[src/hw/rtl/mntp_pkg.sv]
// ----------------------------------------------------------------------------
// mntp_pkg: shared types and constants of the note token parser
// Parser state, result word layout and character decoding helpers.
// ----------------------------------------------------------------------------
`default_nettype none

package mntp_pkg;

  localparam int DURATION_WIDTH = 16;
  localparam int CFG_WIDTH      = 16;
  localparam int BYTE_WIDTH     = 8;
  localparam int OUT_WIDTH      = 3 + 2 + DURATION_WIDTH + 1;
  localparam int OUT_TDATA_W    = ((OUT_WIDTH + 7) / 8) * 8;
  localparam int CMP_WIDTH      = (DURATION_WIDTH > CFG_WIDTH) ? DURATION_WIDTH : CFG_WIDTH;
  localparam int PADDR_WIDTH    = 3;

  localparam logic [DURATION_WIDTH-1:0] DUR_MAX = {DURATION_WIDTH{1'b1}};
  localparam logic [CFG_WIDTH-1:0] DEFAULT_DURATION_RESET = CFG_WIDTH'(4);

  localparam logic [BYTE_WIDTH-1:0] CH_PLUS  = 8'h2B;
  localparam logic [BYTE_WIDTH-1:0] CH_MINUS = 8'h2D;
  localparam logic [BYTE_WIDTH-1:0] CH_ZERO  = 8'h30;
  localparam logic [BYTE_WIDTH-1:0] CH_NINE  = 8'h39;

  localparam logic [0:0] REG_DEFAULT_DURATION = 1'b0;

  typedef enum logic [1:0] {
    ACC_NONE  = 2'd0,
    ACC_PLUS  = 2'd1,
    ACC_MINUS = 2'd2
  } accidental_t;

  typedef enum logic [3:0] {
    PH_IDLE   = 4'b0001,
    PH_LETTER = 4'b0010,
    PH_ACC    = 4'b0100,
    PH_DIGITS = 4'b1000
  } phase_t;

  typedef struct packed {
    phase_t                    phase;
    logic [2:0]                letter;
    accidental_t               accidental;
    logic [DURATION_WIDTH-1:0] acc;
    logic                      overflow;
  } parse_state_t;

  typedef struct packed {
    logic                      sat;
    logic [DURATION_WIDTH-1:0] duration;
    accidental_t               accidental;
    logic [2:0]                letter;
  } note_t;

  typedef struct packed {
    logic  valid;
    note_t note;
  } note_result_t;

  function automatic logic [3:0] letter_code(input logic [BYTE_WIDTH-1:0] b);
    logic [3:0] code;
    code = 4'b0000;
    case (b)
      8'h63: code = 4'b1000;
      8'h64: code = 4'b1001;
      8'h65: code = 4'b1010;
      8'h66: code = 4'b1011;
      8'h67: code = 4'b1100;
      8'h61: code = 4'b1101;
      8'h62: code = 4'b1110;
      default: code = 4'b0000;
    endcase
    return code;
  endfunction

endpackage

`default_nettype wire

[src/hw/rtl/mntp_step.sv]
// ----------------------------------------------------------------------------
// mntp_step: one-byte parser step
// Next parser state and optional finished note for one text byte.
// ----------------------------------------------------------------------------
`default_nettype none

module mntp_step (
  input  wire logic [mntp_pkg::BYTE_WIDTH-1:0] text_byte,
  input  wire logic [mntp_pkg::CFG_WIDTH-1:0]  default_duration,
  input  wire mntp_pkg::parse_state_t          cur,
  output mntp_pkg::parse_state_t               nxt,
  output mntp_pkg::note_result_t               result
);
  import mntp_pkg::*;

  logic                         is_digit;
  logic                         is_sign;
  logic [3:0]                   digit;
  logic [DURATION_WIDTH+3:0]    acc_x10;
  logic [3:0]                   code;
  logic [CMP_WIDTH-1:0]         dflt_ext;
  logic [DURATION_WIDTH-1:0]    dflt_clamped;
  logic                         check_letter;

  assign is_digit = (text_byte >= CH_ZERO) && (text_byte <= CH_NINE);
  assign is_sign  = (text_byte == CH_PLUS) || (text_byte == CH_MINUS);
  assign digit    = 4'(text_byte - CH_ZERO);
  assign acc_x10  = ((DURATION_WIDTH+4)'(cur.acc) << 3) + ((DURATION_WIDTH+4)'(cur.acc) << 1)
                    + (DURATION_WIDTH+4)'(digit);
  assign code     = letter_code(text_byte);
  assign dflt_ext = CMP_WIDTH'(default_duration);

  always_comb begin
    if (dflt_ext > CMP_WIDTH'(DUR_MAX)) begin
      dflt_clamped = DUR_MAX;
    end else begin
      dflt_clamped = DURATION_WIDTH'(dflt_ext);
    end
  end

  always_comb begin
    nxt          = cur;
    result       = '0;
    check_letter = 1'b1;
    if (cur.phase != PH_IDLE) begin
      if ((cur.phase == PH_LETTER) && is_sign) begin
        nxt.accidental = (text_byte == CH_PLUS) ? ACC_PLUS : ACC_MINUS;
        nxt.phase      = PH_ACC;
        check_letter   = 1'b0;
      end else if (is_digit) begin
        check_letter = 1'b0;
        nxt.phase    = PH_DIGITS;
        if (cur.phase != PH_DIGITS) begin
          nxt.acc      = DURATION_WIDTH'(digit);
          nxt.overflow = 1'b0;
        end else if (!cur.overflow) begin
          if (acc_x10 > (DURATION_WIDTH+4)'(DUR_MAX)) begin
            nxt.acc      = DUR_MAX;
            nxt.overflow = 1'b1;
          end else begin
            nxt.acc = DURATION_WIDTH'(acc_x10);
          end
        end
      end else begin
        result.valid           = 1'b1;
        result.note.letter     = cur.letter;
        result.note.accidental = cur.accidental;
        if (cur.phase == PH_DIGITS) begin
          result.note.duration = cur.acc;
          result.note.sat      = cur.overflow;
        end else begin
          result.note.duration = dflt_clamped;
          result.note.sat      = 1'b0;
        end
        nxt.phase      = PH_IDLE;
        nxt.letter     = '0;
        nxt.accidental = ACC_NONE;
        nxt.acc        = '0;
        nxt.overflow   = 1'b0;
      end
    end
    if (check_letter && code[3]) begin
      nxt.letter     = code[2:0];
      nxt.accidental = ACC_NONE;
      nxt.acc        = '0;
      nxt.overflow   = 1'b0;
      nxt.phase      = PH_LETTER;
    end
  end

endmodule

`default_nettype wire

[src/hw/rtl/music_note_token_parser.sv]
// ----------------------------------------------------------------------------
// music_note_token_parser: streaming note token scanner
// Scans text bytes for note letters, accidentals and durations.
// ----------------------------------------------------------------------------
// Input stream s_*: one text byte per word in s_tdata[7:0]; a zero byte ends
// the text and flushes a pending note. Output stream m_*: one finished note
// per word. A note leaves on the byte that cannot extend it. Throughput is
// one byte per cycle while s_tready is high: the parser state updates at each
// accepted byte through a single combinational step (multiply-by-ten
// accumulate and compare), and the note lands in an output register backed
// by a one-word skid register. s_tready drops only while the skid register
// holds a word, i.e. after the receiver has stalled with a note waiting and
// another note was produced; it returns the cycle after the receiver
// takes a word.
// Register 0 at byte address 0 (APB): default_duration, reset value 4.
// Reset (rst, synchronous) empties both output registers, clears the parser
// to idle with no note pending and restores the default duration.
// ----------------------------------------------------------------------------
`default_nettype none

module music_note_token_parser (
  input  wire logic                                 clk,
  input  wire logic                                 rst,
  input  wire logic                                 s_tvalid,
  output logic                                      s_tready,
  input  wire logic [7:0]                           s_tdata,   // [7:0] text_byte
  output logic                                      m_tvalid,
  input  wire logic                                 m_tready,
  // [2:0] note_letter, [4:3] accidental, [20:5] duration, [21] duration_saturated
  output logic [mntp_pkg::OUT_TDATA_W-1:0]          m_tdata,
  input  wire logic                                 psel,
  input  wire logic                                 penable,
  input  wire logic                                 pwrite,
  input  wire logic [mntp_pkg::PADDR_WIDTH-1:0]     paddr,
  input  wire logic [31:0]                          pwdata,
  output logic [31:0]                               prdata,
  output logic                                      pready
);
  import mntp_pkg::*;

  logic [CFG_WIDTH-1:0] default_duration;
  parse_state_t         state;
  parse_state_t         state_next;
  note_result_t         step_result;
  logic                 out_valid;
  note_t                out_data;
  logic                 skid_valid;
  note_t                skid_data;
  logic                 in_accept;
  logic                 out_take;
  logic                 push;
  logic                 reg_sel;

  assign pready  = 1'b1;
  assign reg_sel = (paddr[PADDR_WIDTH-1] == REG_DEFAULT_DURATION);
  assign prdata  = reg_sel ? 32'(default_duration) : 32'd0;

  always_ff @(posedge clk) begin
    if (rst) begin
      default_duration <= DEFAULT_DURATION_RESET;
    end else if (psel && penable && pwrite && pready && reg_sel) begin
      default_duration <= pwdata[CFG_WIDTH-1:0];
    end
  end

  mntp_step u_step (
    .text_byte        (s_tdata),
    .default_duration (default_duration),
    .cur              (state),
    .nxt              (state_next),
    .result           (step_result)
  );

  assign s_tready  = !skid_valid;
  assign in_accept = s_tvalid && s_tready;
  assign m_tvalid  = out_valid;
  assign out_take  = out_valid && m_tready;
  assign push      = in_accept && step_result.valid;
  assign m_tdata   = OUT_TDATA_W'(out_data);

  always_ff @(posedge clk) begin
    if (rst) begin
      state <= '{phase: PH_IDLE, letter: '0, accidental: ACC_NONE, acc: '0, overflow: 1'b0};
    end else if (in_accept) begin
      state <= state_next;
    end
  end

  always_ff @(posedge clk) begin
    if (rst) begin
      out_valid  <= 1'b0;
      skid_valid <= 1'b0;
    end else if (out_take) begin
      if (skid_valid) begin
        out_data   <= skid_data;
        skid_valid <= 1'b0;
      end else if (push) begin
        out_data <= step_result.note;
      end else begin
        out_valid <= 1'b0;
      end
    end else if (push) begin
      if (out_valid) begin
        skid_data  <= step_result.note;
        skid_valid <= 1'b1;
      end else begin
        out_data  <= step_result.note;
        out_valid <= 1'b1;
      end
    end
  end

`ifndef SYNTHESIS
  a_skid_implies_out: assert property (@(posedge clk) disable iff (rst)
    skid_valid |-> out_valid)
    else $error("skid word held with output register empty");

  a_skid_fill_on_stall: assert property (@(posedge clk) disable iff (rst)
    $rose(skid_valid) |-> $past(out_valid && !m_tready))
    else $error("skid register filled without an output stall");

  a_sat_is_max: assert property (@(posedge clk) disable iff (rst)
    (out_valid && out_data.sat) |-> (out_data.duration == DUR_MAX))
    else $error("saturated note without maximum duration");

  a_idle_clear: assert property (@(posedge clk) disable iff (rst)
    (state.phase == PH_IDLE) |-> (state.acc == '0 && !state.overflow))
    else $error("idle parser holds accumulator state");
`endif

endmodule

`default_nettype wire

[config.mk]
export PLATFORM = sky130hd
export DESIGN_NAME = music_note_token_parser
export DESIGN_NICKNAME = d
export VERILOG_FILES = /design/src/hw/rtl/mntp_pkg.sv /design/src/hw/rtl/mntp_step.sv /design/src/hw/rtl/music_note_token_parser.sv
export SDC_FILE = /design/constraint.sdc
export NUM_CORES = 1
export LEC_CHECK = 0
export BUFFER_PORTS_ARGS = -buffer_cell sky130_fd_sc_hd__buf_4
export CAP_MARGIN = 15
export CORE_UTILIZATION = 40
export CTS_BUF_LIST = sky130_fd_sc_hd__clkbuf_8
export DETAILED_ROUTE_END_ITERATION = 10
export PLACE_DENSITY = 0.63
export SYNTH_ARGS = -nofsm -noshare
export SYNTH_HDL_FRONTEND = slang
export SYNTH_HIERARCHICAL = 1
export SYNTH_SLANG_ARGS = --single-unit
[constraint.sdc]
create_clock -name clk -period 4 [get_ports clk]
set_input_delay 0.2 -clock clk [delete_from_list [all_inputs] [get_ports clk]]
set_output_delay 0.2 -clock clk [all_outputs]
set_load 0.03 [all_outputs]
==> results of run 1 <==
## cell families (layout without fill, tap and decap cells)
kind of cell               count (synthesis)  after routing  share of synthesized area (%)
AOI/OAI and AO/OA                        165            165                          17.35
and+or+nand+nor                          264            264                          22.05
DFF                                       88             88                          37.98
adders and majority gates                 33             33                          7.380
other                                      2             19                         0.1295
buffers and inverters                     72            112                          7.358
xor gates and xnor gates                  12             12                          1.813
muxes                                     24             24                          5.934
## stage by stage
stage               instances  hold WS, ns  power, mW
floorplan                 677       0.3160      1.089
global placement          880       0.4346      1.122
detailed placement        880       0.4423      1.125
CTS                       896      0.05771      1.771
global route              897      0.06591      1.821
finish                    897      0.07953      1.752
## power by group through the flow
stage / Combinational (mW) / Sequential [mW] / Clock (mW)
6_report: 0.152 / 0.952 / 0.648
5_1_grt: 0.166 / 0.953 / 0.701
4_1_cts: 0.152 / 0.952 / 0.667
3_5_place_dp: 0.152 / 0.973 / 0
3_3_place_gp: 0.149 / 0.973 / 0
2_1_floorplan: 0.111 / 0.978 / 0
## area by class of cell
| class | count | area (um^2) |
|---|---|---|
| Timing Repair Buffer | 82 | 628.1 |
| Tap cell | 180 | 225.2 |
| Sequential cell | 88 | 2202 |
| Fill cell | 1351 | 7428 |
| Clock buffer | 9 | 123.9 |
| Clock inverter | 7 | 88.84 |
| Inverter | 14 | 52.55 |
| Multi-Input combinational cell | 517 | 3239 |
## sequential cells by signal, summed over array words and instances (netlist names)
signal            count
default_duration     16
skid_data            22
state                26
m_tdata              22
m_tvalid              1
skid_valid            1
## metal layers
layer / GRT usage [%] / share of wire, %
met3: 2.742 / 4.3
met5: 0 / 0
met1: 25.94 / 49
met4: 5.030 / 0.99
met2: 29.49 / 46
## placed cells by master (no fill, tap or decap), drive strengths merged, types with 4 or more instances in the layout
cell type,count
nand2,151
a21oi,90
buf,82
dfxtp,44
edfxtp,44
ha,31
nor2,25
mux2,23
conb,19
o21ai,16
nor2b,15
inv,15
nor3,12
nor4,12
a21o,10
a211oi,10
nand2b,9
clkbuf,9
xor2,9
nand3,8
nand4,5
o211ai,5
a22oi,5
and3,4
o41ai,4
nor3b,4
clkinv,4
## final timing paths
check	depth (start not counted)	slack (ns)	to	startpoint
worst min register to register	2	0.48	state[18]	state[18]
worst min-delay path	2	0.08	skid_valid	m_tready
worst max register to register	11	0.35	state[13]	state[3]
worst max-delay path	11	0.35	state[13]	state[3]
==> metrics.csv, run 1 <==
stage,metric,value,unit
sta,finalSetupTns,0,ns
grt,grt_max_degree,45,
clock_network,path_clk_slew,0.09,ns
placed_design,gp_congestion,0.9014,
sta,setup_viol,0,
setup_path,crit_buf_inv,0,
floorplanning,core_area,13990,um^2
grt,antenna_found_initial,0,
placed_design,port_buffers,71,
route,postRouteAntennaNets,0,
route,drt_first_iter_violations,385,
power,pwr-share-comb,8.7,%
floorplanning,rows,43,
sta,drv_slew,0,
yosys,synth_top_area_share,22.79,%
sta,tightest_slew,1.040,ns
clock_network,insertion_delay,0.35,ns
route,drc_errors,0,
power,power_frac_clock,37.0,%
floorplanning,fp.dieW,122.4,um
setup_path,worstSetupEndpointType,register,
yosys,synth_edf_count,44,
route,vias_per_cell,5.305,
power,p_leak,2.647,nW
power,p_seq_share,54.4,%
yosys,synth_area_per_cell,8.785,um^2
setup_path,cp-start-kind,register,
sta,period_minus_slack,3.647,ns
clock_network,numClockSinks,88,
yosys,yosysMostFrequentCell,nand2_1,
route,routedWlPerCell,14.94,um
setup_path,crit_family,compound AO/OA/AOI/OAI gates,
clock_network,cts_buffers,9,
cells_and_area,layout-area-overhead-vs-synth,13.14,%
yosys,synth_cell_type_count,73,
sta,relSlewSlack,30.67,%
setup_path,worstPathRequired,4.21,ns
power,vdd_drop_max,0.1420,mV
placed_design,placedInstanceArea,6327,um^2
floorplanning,dieArea,14980,um^2
clock_network,ctsHoldBuffers,0,
yosys,syn_inst,660,
yosys,synth_area,5798,um^2
power,switchingPower,0.4092,mW
setup_path,critPathMaxFanout,15,
setup_path,cp_slowest_stage_delay,0.51,ns
yosys,synthFlopType,edfxtp_1,
cells_and_area,final_nets,795,
sta,hold_viol,0,
cells_and_area,antennaDiodeCount,0,
grt,grt_pass1_vias,4441,
route,wl,13400,um
yosys,yosysSeqAreaShare,37.98,%
grt,grt_pass1_wl,22030,um
cells_and_area,fin_util,46.90,%
yosys,netlist_top_cells_area,"edfxtp_1 (23%), dfxtp_1 (15%), nand2_1 (9.7%)",
run,cap_violations,0,
setup_path,critical_path_arrival,3.86,ns
sta,final.setup.worst_slack,0.3531,ns
yosys,async_flop_share,0,%
route,first_pass_iters,5,
setup_path,setup.worst_path.class,register to register,
clock_network,clockBufferDepth,2,
cells_and_area,design_area,6560,um^2
yosys,synth_area_leader_cell,edfxtp_1,
floorplanning,die_y,122.4,um
power,power.internal,1.342,mW
floorplanning,start_util,41.45,%
power,p_sw_share,23.36,%
power,p_per_area,267.0,nW/um^2
grt,gr-usage-all-layers,18.49,%
placed_design,pre_cts_ws,0.2526,ns
sta,max_freq,274.2,MHz
setup_path,cp_slowest_cell,fa_1,
cells_and_area,drive_gt1_share,18.55,%
sta,rsz0062_at_grt,no,
sta,fin_skew,0.01428,ns
setup_path,crit_chain,fa_1 -> fa_1 -> a211oi_1 -> o21ai_1 -> a21oi_1 -> or3_1 -> mux2_2 -> o41ai_1 -> a22oi_1 -> nand2_1 -> a21oi_1,
hold_path,hold_class,primary input to register,
clock_network,htreeDepth,3,
yosys,ys_ff_latch,88,
clock_network,postCtsResizedCells,0,
clock_network,cts-root-buf,clkbuf_8,
floorplanning,ios,109,
clock_network,cts_tree,done,
outcome,status,completed,
clock_network,post_cts_buffers,0,
grt,overflow,0,
route,vias,4759,
placed_design,dp_hpwl,10050,um
sta,fin_crit_sh,91.17,%
yosys,yosysWarnings,6,
yosys,synth_common_cells,"nand2_1 (150), a21oi_1 (90), dfxtp_1 (44), edfxtp_1 (44), ha_1 (31)",
Power figures use the tool's default switching activity.
==> inputs of run 2 (changes only) <==
--- a/config.mk
+++ b/config.mk
@@ -13,5 +13,4 @@
 export PLACE_DENSITY = 0.63
 export SYNTH_ARGS = -nofsm -noshare
 export SYNTH_HDL_FRONTEND = slang
-export SYNTH_HIERARCHICAL = 1
 export SYNTH_SLANG_ARGS = --single-unit
==> metrics.csv, run 2 <==
stage,metric,value,unit,change
outcome,status,completed,,unchanged
clock_network,post_cts_buffers,0,,unchanged
placed_design,port_buffers,71,,unchanged
sta,relSlewSlack,26.98,%,was 30.67%
floorplanning,dieArea,13530,um^2,"was 14,980 um^2"
hold_path,hold_class,primary input to register,,unchanged
power,p_leak,2.305,nW,was 2.647 nW
clock_network,ctsHoldBuffers,0,,unchanged
sta,hold_viol,0,,unchanged
yosys,synthFlopType,edfxtp_1,,unchanged
power,switchingPower,0.4323,mW,was 0.4092 mW
yosys,synth_area,5228,um^2,was 5798 um^2
grt,use_met3,2.802,%,was 2.742%
power,power.internal,1.243,mW,was 1.342 mW
grt,overflow,0,,unchanged
setup_path,setup.worst_path.class,register to register,,unchanged
floorplanning,core_area,12670,um^2,"was 13,990 um^2"
cells_and_area,drive_gt1_share,24.54,%,was 18.55%
run,cap_violations,0,,unchanged
grt,gr-usage-all-layers,18.40,%,was 18.49%
power,power_frac_clock,34.8,%,was 37.0%
route,vias_per_cell,5.266,,was 5.305
clock_network,cts-root-buf,clkbuf_8,,unchanged
placed_design,dp_hpwl,8809,um,"was 10,050 um"
sta,finalSetupTns,0,ns,unchanged
grt,grt_max_degree,38,,was 45
grt,grt_pass1_vias,3812,,"was 4,441"
power,p_seq_share,56.8,%,was 54.4%
yosys,synth_area_leader_cell,edfxtp_1,,unchanged
cells_and_area,multi_input_area,2784,um^2,was 3239 um^2
yosys,ys_ff_latch,88,,unchanged
cells_and_area,final_nets,673,,was 795
clock_network,cts_tree,done,,unchanged
grt,grt_pass1_wl,19380,um,"was 22,030 um"
route,routedWlPerCell,15.38,um,was 14.94 um
yosys,synth_area_per_cell,9.789,um^2,was 8.785 um^2
setup_path,worstPathRequired,4.24,ns,was 4.21 ns
power,pwr-share-comb,8.5,%,was 8.7%
cells_and_area,regArea,2202,um^2,unchanged
setup_path,worstSetupEndpointType,register,,unchanged
floorplanning,ios,109,,unchanged
cells_and_area,fillers,1202,,"was 1,351"
grt,grtUsageMet2,29.51,%,was 29.49%
yosys,yosysWarnings,0,,was 6
cells_and_area,layout-area-overhead-vs-synth,14.15,%,was 13.14%
clock_network,numClockSinks,88,,unchanged
clock_network,insertion_delay,0.36,ns,was 0.35 ns
floorplanning,rows,41,,was 43
sta,max_freq,306.4,MHz,was 274.2 MHz
sta,tightest_slew,1.095,ns,was 1.040 ns
clock_network,postCtsResizedCells,0,,unchanged
power,p_sw_share,25.81,%,was 23.36%
sta,holdWs,0.04876,ns,was 0.07953 ns
floorplanning,start_util,41.26,%,was 41.45%
setup_path,critical_path_arrival,3.50,ns,was 3.86 ns
sta,fin_crit_sh,81.60,%,was 91.17%
yosys,synth_top_area_share,25.28,%,was 22.79%
cells_and_area,final_cell_mix,"nand2_1 (87), buf_4 (74), a21oi_1 (61)",,"was nand2_1 (150), a21oi_1 (90), buf_4 (81)"
floorplanning,fp.dieW,116.3,um,was 122.4 um
cells_and_area,largest_reg_flops,26,,unchanged
placed_design,gp_congestion,0.8082,,was 0.9014
yosys,synth_cell_type_count,75,,was 73
sta,rsz0062_at_grt,no,,unchanged
route,first_pass_iters,5,,unchanged
floorplanning,die_y,116.3,um,was 122.4 um
route,drt_first_iter_violations,310,,was 385
power,p_per_area,280.7,nW/um^2,was 267.0 nW/um^2
power,vdd_drop_max,0.1491,mV,was 0.1420 mV
route,postRouteAntennaNets,0,,unchanged
grt,use_met1,25.40,%,was 25.94%
yosys,synth_edf_count,44,,unchanged
setup_path,critPathMaxFanout,13,,was 15
yosys,syn_inst,534,,was 660
yosys,netlist_top_cells_area,"edfxtp_1 (25%), dfxtp_1 (17%), ha_1 (7.4%)",,"was edfxtp_1 (23%), dfxtp_1 (15%), nand2_1 (9.7%)"
cells_and_area,regMostFlops,state,,unchanged
sta,fin_skew,0.01130,ns,was 0.01428 ns
yosys,yosysSeqAreaShare,42.13,%,was 37.98%
sta,drv_slew,0,,unchanged
cells_and_area,antennaDiodeCount,0,,unchanged
yosys,synth_common_cells,"nand2_1 (87), a21oi_1 (61), dfxtp_1 (44), edfxtp_1 (44), ha_1 (31)",,"was nand2_1 (150), a21oi_1 (90), dfxtp_1 (44), edfxtp_1 (44), ha_1 (31)"
setup_path,cp-start-kind,register,,unchanged
grt,busiest_layer,met2,,unchanged
yosys,async_flop_share,0,%,unchanged
clock_network,clockBufferDepth,2,,unchanged
clock_network,path_clk_slew,0.09,ns,about the same
clock_network,cts_buffers,9,,unchanged
sta,period_minus_slack,3.264,ns,was 3.647 ns
grt,antenna_found_initial,0,,unchanged
route,wl,11800,um,"was 13,400 um"
clock_network,htreeDepth,3,,unchanged
cells_and_area,layout.cells.most_common,nand2_1,,unchanged
yosys,yosysMostFrequentCell,nand2_1,,unchanged
sta,setup_viol,0,,unchanged
route,vias,4039,,"was 4,759"
route,drc_errors,0,,unchanged
run 2: layer usage:
layer | routed length, um | share of wire, % | vias up
met1 | 5780 | 49 | 1932
li1 | - | - | 2006
met3 | 440 | 3.7 | 8
met2 | 5455 | 46 | 93
met5 | 0 | 0 | -
met4 | 123 | 1.0 | 0
run 2: path summary, 6_finish.rpt:
path / start / end / slack [ns] / cells after the start
hold / removal: pwdata[2] / default_duration[2] / 0.05 / 3
setup / recovery: state[1] / state[16] / 0.74 / 9
setup reg to reg: state[1] / state[16] / 0.74 / 9
hold reg to reg: state[0] / state[0] / 0.47 / 2
run 2: power groups by stage:
| stage | sequential [mW] | clock (mW) | combinational [mW] |
|---|---|---|---|
| 2_1_floorplan | 0.973 | 0 | 0.109 |
| 3_3_place_gp | 0.972 | 0 | 0.140 |
| 3_5_place_dp | 0.972 | 0 | 0.142 |
| 4_1_cts | 0.951 | 0.595 | 0.142 |
| 5_1_grt | 0.952 | 0.631 | 0.155 |
| 6_report | 0.951 | 0.583 | 0.142 |
run 2: kinds of logic after synthesis:
family	synth area share, %
buf+inv	6.199
compound gates	18.86
other cells	0.1437
flops	42.13
simple gates	16.52
mux	5.792
fa+ha+maj	8.186
xor+xnor	2.178
run 2: cell type report:
cell class,count,area share (%)
clock buffers,10,2.307
clock inverters,6,0.8388
inverters,6,0.3774
multi-input cells,411,46.66
flip-flops and latches,88,36.90
well taps,172,3.607
repair buffers,74,9.310
run 2: stage by stage:
step                      instance area [um^2]  utilization, %  setup slack (ns)  cells  power [mW]
after global placement                    5779           45.61            0.8454    751       1.111
after detailed placement                  5779           45.61            0.7721    751       1.114
after global routing                      5967           47.09            0.5998    767       1.739
after floorplan                           5291               -            0.1177    551       1.082
after CTS                                 5967           47.09            0.7359    767       1.688
final                                     5967           47.09            0.7358    767       1.675
run 2: critical path: stages (launching register included):
cell and delay (ns):
dfxtp_1 0.47, fa_1 0.51, fa_1 0.51, a211oi_2 0.33, o211ai_2 0.17, nand3_4 0.15
o41ai_2 0.11, mux2_4 0.36, nor2_4 0.38, a31oi_1 0.15
